<file path="src/hdl/qcf_pkg.sv">
// shared types and constants for the quadratic curve flattener
package qcf_pkg;

   // field widths
   localparam int COORD_W    = 32;
   localparam int LINES_W    = 6;
   localparam int CAP_W      = 7;
   localparam int COUNT_W    = 7;
   localparam int MAX_LINES  = 50;

   // stream and register port widths
   localparam int REQ_DATA_W = 200;
   localparam int RSP_DATA_W = 72;
   localparam int CSR_ADDR_W = 1;
   localparam int CSR_DATA_W = 7;

   // register indexes
   localparam logic [CSR_ADDR_W-1:0] CSR_LINES    = 1'b0;
   localparam logic [CSR_ADDR_W-1:0] CSR_CAPACITY = 1'b1;

   // arithmetic widths: weights up to 2500, products of a 32-bit coordinate and a weight
   localparam int COEF_W     = 12;
   localparam int PROD_W     = COORD_W + COEF_W + 1;
   localparam int SUM_W      = PROD_W + 2;
   localparam int DIV_W      = SUM_W + 1;
   localparam int DIVISOR_W  = COEF_W + 1;

   // divider: four quotient bits per cycle
   localparam int DIV_BITS   = 4;
   localparam int DIV_STEPS  = DIV_W / DIV_BITS;
   localparam int DIV_CNT_W  = $clog2(DIV_STEPS);

   // what the output register takes on a load
   typedef enum logic [1:0] {
      EMIT_NONE,
      EMIT_A,
      EMIT_FAIL,
      EMIT_PT
   } emit_type;

   // controller to datapath
   typedef struct packed {
      logic                 load_op;
      logic                 div_start;
      emit_type             emit;
      logic [LINES_W-1:0]   n;
      logic [LINES_W-1:0]   i;
      logic [COUNT_W-1:0]   count;
      logic                 last;
   } cmd_type;

   // datapath to controller
   typedef struct packed {
      logic div_done;
   } sts_type;

endpackage

</file>
<file path="src/hdl/qcf_ctrl.sv">
// controller: registers, capacity check and point sequencing
module qcf_ctrl (
   input  logic                             clock,
   input  logic                             reset,
   input  logic                             req_tvalid,
   output logic                             req_tready,
   input  logic [qcf_pkg::COUNT_W-1:0]      start_count,
   input  logic                             csr_we,
   input  logic [qcf_pkg::CSR_ADDR_W-1:0]   csr_addr,
   input  logic [qcf_pkg::CSR_DATA_W-1:0]   csr_wdata,
   output logic                             rsp_tvalid,
   input  logic                             rsp_tready,
   output qcf_pkg::cmd_type                 cmd,
   input  qcf_pkg::sts_type                 sts
);
   import qcf_pkg::*;

   typedef enum logic [2:0] {
      S_IDLE,
      S_FIRST,
      S_COEF,
      S_PROD,
      S_SUM,
      S_BIAS,
      S_LOAD,
      S_DIV
   } state_type;

   state_type            state_ff, state_in;
   logic [LINES_W-1:0]   lines_ff, lines_in;
   logic [CAP_W-1:0]     cap_ff, cap_in;
   logic [LINES_W-1:0]   n_ff, n_in;
   logic [LINES_W-1:0]   i_ff, i_in;
   logic [COUNT_W-1:0]   start_ff, start_in;
   logic [COUNT_W-1:0]   cnt_ff, cnt_in;
   logic                 fail_ff, fail_in;
   logic                 rsp_valid_ff, rsp_valid_in;
   logic [LINES_W-1:0]   n_sat;
   logic                 out_free;
   logic                 req_accept;

   assign req_tready = (state_ff == S_IDLE);
   assign req_accept = req_tvalid && req_tready;
   assign out_free   = !rsp_valid_ff || rsp_tready;
   assign n_sat      = (lines_ff > LINES_W'(MAX_LINES)) ? LINES_W'(MAX_LINES) : lines_ff;

   // next state and commands
   always_comb begin
      state_in      = state_ff;
      lines_in      = lines_ff;
      cap_in        = cap_ff;
      n_in          = n_ff;
      i_in          = i_ff;
      start_in      = start_ff;
      cnt_in        = cnt_ff;
      fail_in       = fail_ff;
      cmd.load_op   = 1'b0;
      cmd.div_start = 1'b0;
      cmd.emit      = EMIT_NONE;
      cmd.n         = n_ff;
      cmd.i         = i_ff;
      cmd.count     = cnt_ff;
      cmd.last      = 1'b0;

      // register writes
      if (csr_we) begin
         case (csr_addr)
            CSR_LINES:    lines_in = csr_wdata[LINES_W-1:0];
            CSR_CAPACITY: cap_in   = csr_wdata[CAP_W-1:0];
            default: begin
            end
         endcase
      end

      case (state_ff)
         S_IDLE: begin
            if (req_accept) begin
               cmd.load_op = 1'b1;
               n_in        = n_sat;
               start_in    = start_count;
               fail_in     = ({1'b0, start_count} + {2'b0, n_sat}) >= {1'b0, cap_ff};
               state_in    = S_FIRST;
            end
         end
         // point A, or the single failure result
         S_FIRST: begin
            if (out_free) begin
               cmd.emit  = fail_ff ? EMIT_FAIL : EMIT_A;
               cmd.count = fail_ff ? start_ff : COUNT_W'(start_ff + COUNT_W'(1));
               cmd.last  = fail_ff || (n_ff <= LINES_W'(1));
               cnt_in    = COUNT_W'(start_ff + COUNT_W'(1));
               i_in      = LINES_W'(1);
               state_in  = cmd.last ? S_IDLE : S_COEF;
            end
         end
         S_COEF: state_in = S_PROD;
         S_PROD: state_in = S_SUM;
         S_SUM:  state_in = S_BIAS;
         S_BIAS: state_in = S_LOAD;
         S_LOAD: begin
            cmd.div_start = 1'b1;
            state_in      = S_DIV;
         end
         // interior point once both quotients are in
         S_DIV: begin
            if (sts.div_done && out_free) begin
               cmd.emit  = EMIT_PT;
               cmd.count = COUNT_W'(cnt_ff + COUNT_W'(1));
               cmd.last  = (LINES_W'(i_ff + LINES_W'(1)) == n_ff);
               cnt_in    = COUNT_W'(cnt_ff + COUNT_W'(1));
               i_in      = LINES_W'(i_ff + LINES_W'(1));
               state_in  = cmd.last ? S_IDLE : S_COEF;
            end
         end
         default: state_in = S_IDLE;
      endcase

      rsp_valid_in = (cmd.emit != EMIT_NONE) ? 1'b1 : (rsp_valid_ff && !rsp_tready);
   end

   always_ff @(posedge clock) begin
      if (reset) begin
         state_ff     <= S_IDLE;
         lines_ff     <= LINES_W'(8);
         cap_ff       <= CAP_W'(54);
         n_ff         <= '0;
         i_ff         <= '0;
         start_ff     <= '0;
         cnt_ff       <= '0;
         fail_ff      <= 1'b0;
         rsp_valid_ff <= 1'b0;
      end else begin
         state_ff     <= state_in;
         lines_ff     <= lines_in;
         cap_ff       <= cap_in;
         n_ff         <= n_in;
         i_ff         <= i_in;
         start_ff     <= start_in;
         cnt_ff       <= cnt_in;
         fail_ff      <= fail_in;
         rsp_valid_ff <= rsp_valid_in;
      end
   end

   assign rsp_tvalid = rsp_valid_ff;

   a_emit_needs_slot: assert property (@(posedge clock) disable iff (reset)
      (cmd.emit != EMIT_NONE) |-> out_free)
      else $error("output register overwritten while a response waits");

   a_interior_index: assert property (@(posedge clock) disable iff (reset)
      (state_ff != S_IDLE && state_ff != S_FIRST) |-> (i_ff != '0 && i_ff < n_ff))
      else $error("interior point index out of range");

   a_last_goes_idle: assert property (@(posedge clock) disable iff (reset)
      (cmd.emit != EMIT_NONE && cmd.last) |=> (state_ff == S_IDLE))
      else $error("curve not closed after its last response");

endmodule

</file>
<file path="config.mk">
export PLATFORM = sky130hd
export DESIGN_NAME = qcf_ctrl
export DESIGN_NICKNAME = d
export VERILOG_FILES = /design/src/hdl/qcf_pkg.sv /design/src/hdl/qcf_ctrl.sv
export SDC_FILE = /design/constraint.sdc
export NUM_CORES = 1
export LEC_CHECK = 0
export ABC_AREA = 0
export BUFFER_PORTS_ARGS = -buffer_cell sky130_fd_sc_hd__buf_2
export CAP_MARGIN = 30
export CORE_MARGIN = 2
export CORE_UTILIZATION = 50
export DETAILED_ROUTE_END_ITERATION = 7
export HOLD_SLACK_MARGIN = 0.03
export PLACE_DENSITY = 0.79
export SYNTH_ARGS = -nofsm -noshare
export SYNTH_HDL_FRONTEND = slang
export SYNTH_SLANG_ARGS = --single-unit
</file>
<file path="constraint.sdc">
create_clock -name clock -period 2.38 [get_ports clock]
set_input_delay 0.476 -clock clock [delete_from_list [all_inputs] [get_ports clock]]
set_output_delay 0.476 -clock clock [all_outputs]
set_load 0.02 [all_outputs]
</file>
==> impl_results.md <==
- Run status: complete, but fails checks
- Failing checks: setup timing
- Total power: 1.972 mW
- VDD IR max: 0.4235 mV
- Clk_skew: 7.806 ps
- Final Hold Viols: 0
- ANT cells: 0
- TritonCTS Buffers: 5
- Minimum clock period: 2638 ps
- Post-Syn Area: between 2000 and 3000 um2
- Sw frac: ~32%
- Synth-to-Final Area Change: 25.49%
- Synth warn: 0
- Core area: between 5000 and 6000 um2
- Seq/Total Area, Yosys: 30.68%
- Clock sinks: 44
- Unrepaired setup endpoints after global routing: true
- Initial DRC Count: 177
- Pre-CTS WS: -343.7 ps
- Synth top area share: 30.68%
- Worst Setup Path Type: reg -> reg
- Clock H-tree levels: 2
- Max_cap viols: 0
- GRT Total Usage: 24.27%
- Layout cells sized above 1: 26.71%
- Yosys reg bits: between 40 and 50
- Final-stage net count: 477
- Vias/cell: 5.763
- CTS tree: built
- Number of global-route vias before repair: 2784
- Static leakage: 1.595 nW
- Final setup viols: 1
- Full die area: approximately 6400 um2
- Initial antenna violation count: 0
- Slew Limit Fails: 0
- CP Launch Type: flip-flop
- Layout fillers: 492
- Grt ovf: 0
- Synth Instances: between 300 and 400
- Final wirelength: 7575 um
- Synth top area cells: dfxtp_1 31%, ha_1 7.0%, nand2_1 6.3%
- Crit end category: flip-flop
- Hold-fix buffers, CTS: 0
- Die height: approximately 80 um
- Worst Hold Class: in -> reg
- Count leader, synth: nand2_1
- Leading cell types by count after synthesis: 48 x nand2_1, 44 x dfxtp_1, 30 x nor2_1
- Initial Utilization: around half
- Layout Cells excl Fill: 510
- Period utilization: 110.8%
- Power share of the clock group: 28.3%
- Power Dens Cells: 547.2 nW/um2
- Clock Latency Late Sink: 290 ps
- Synth Area per Inst: approximately 7.7 um2
- Int Pwr: between 1 and 1.5 mW
- Post-synth EDFFs: 0
- Leading area contributor after synthesis: dfxtp_1
- Buffers on Ports: 46
- Rows: 27
- Via count: around 2900
- Maximum clock path buffer count: 2
- Ports: 47
- Relative slew slack: 57.47%
- Least-Margin Pin Slew: 637.9 ps
- Synth async-reset ratio: 0%
- P_sw: 0.6357 mW
- Post-Syn Nets: 412
- Cell variety after synth: 50
- DPL Wire Length: 5448 um
- Sequential power share: between 40% and 50%
- CTS clock-pin slew for the worst setup and hold paths: 80 ps
- Top FF cell, synth: dfxtp_1
- DRT antenna net count: 0
- Gpl congestion: around 0.83
- # placed instances: 501
- Comb pwr share: 29.3%
- Die width: 79.78 um
- First-pass GRT wire length: 12250 um
- Root buf cell: clkbuf_8
- Fmax: about 0.38 GHz
- DR pass1 iterations: 5
- Crit-path max FO: 2
- Worst EP required: 2560 ps
- Wirelength per Cell: between 10 and 15 um
- Post-route DRC: 0
- Largest net degree at the start of global routing: 35
- Data arrival, critical path: 2810 ps
- Final WS setup: -257.6 ps
-- metal layers --
layer,wire length (um),vias to the layer above,global-route usage (%)
li1,-,1453,-
met1,3206,1382,27.54
met2,3932,96,44.37
met3,339,8,5.656
met4,96,0,8.305
met5,0,-,0
-- area by class of cell --
type / instances / area, um2 / area share (%)
Clock buffer: 5 / 68.82 / 1.910
Clock inverter: 1 / 30.03 / 0.8333
Inverter: 19 / 71.32 / 1.979
Multi-Input combinational cell: 291 / 1976 / 54.83
Sequential cell: 44 / 894.6 / 24.83
Tap cell: 72 / 90.09 / 2.500
Timing Repair Buffer: 78 / 473.0 / 13.12
-- state kept, by name, indices dropped and copies added (netlist names) --
register    count
cap_ff          7
cnt_ff          7
fail_ff         1
i_ff            6
lines_ff        6
n_ff            6
rsp_tvalid      1
start_ff        7
state_ff        3
-- layout by cell type, fill, tap and decap left out, types with 5 or more instances in the layout --
| cell | instances |
|---|---|
| buf_2 | 45 |
| nand3_1 | 16 |
| ha_1 | 10 |
| a211oi_1 | 6 |
| and3_1 | 10 |
| a22oi_1 | 5 |
| clkbuf_8 | 5 |
| a211o_1 | 5 |
| xor2_1 | 11 |
| o211ai_1 | 5 |
| xnor2_1 | 12 |
| buf_4 | 33 |
| and2_1 | 5 |
| mux2i_1 | 7 |
| nor2_1 | 28 |
| o21ai_0 | 16 |
| dfxtp_1 | 37 |
| nor3_1 | 10 |
| a21o_1 | 6 |
| nand2_1 | 48 |
| a21oi_1 | 29 |
| inv_1 | 18 |
| dfxtp_2 | 5 |
-- through the flow --
stage / TNS, ps / util, % / hold WS (ps) / cell area (um2)
2_1_floorplan: -136.1 / - / 435.4 / 2894
3_3_place_gp: -181.6 / 60.43 / 444.3 / 3348
3_5_place_dp: -343.7 / 60.43 / 450.9 / 3348
4_1_cts: -247.9 / 63.37 / 420.9 / 3511
5_1_grt: -543.9 / 65.04 / 424.6 / 3603
6_report: -257.6 / 65.04 / 426.4 / 3603
-- worst paths after layout --
kind                            depth (start not counted)  slack, ps         start     endpoint
worst min-delay path                                    3        430  csr_wdata[5]  lines_ff[5]
worst min register to register                          2        460     cap_ff[6]    cap_ff[6]
worst max register to register                         13       -260   lines_ff[0]      fail_ff
worst max-delay path                                   13       -260   lines_ff[0]      fail_ff
-- worst max-delay path, cell delays in order (launching register included) --
cell and delay [ps]:
dfxtp_1 320, a211oi_2 240, nor2_2 80, nor2_2 110
inv_1 80, ha_4 220, a211oi_2 260, o21ai_1 120
a21oi_1 180, xnor2_1 140, ha_1 260, a21o_1 190
a211oi_2 210, a31oi_1 110
-- power groups by stage --
stage               combinational (mW)  clock (mW)  sequential, mW
finish                           0.578       0.559           0.835
global route                     0.635       0.607           0.843
CTS                              0.546       0.564           0.833
detailed placement               0.527           0           0.847
global placement                 0.514           0           0.846
floorplan                        0.348           0           0.849
-- kinds of logic (layout without fill, tap and decap cells) --
logic type      count (synthesis)  count (layout)  synth area share, %
xor+xnor                       23              23                7.015
mux                             7               7                2.440
compound gates                101             101                23.09
buf+inv                        39             103                5.403
simple gates                  143             143                23.70
flops                          44              44                30.68
fa+ha+maj                      17              17                7.669
-- repair_timing --
action | 4_1_cts | 5_1_grt
gates cloned | 0 | 0
pin swaps | 1 | 6
setup buffers | 1 | 2
setup endpoints to repair | 7 | 8
resized for setup | 14 | 19
(Power assumes the default switching activity.)
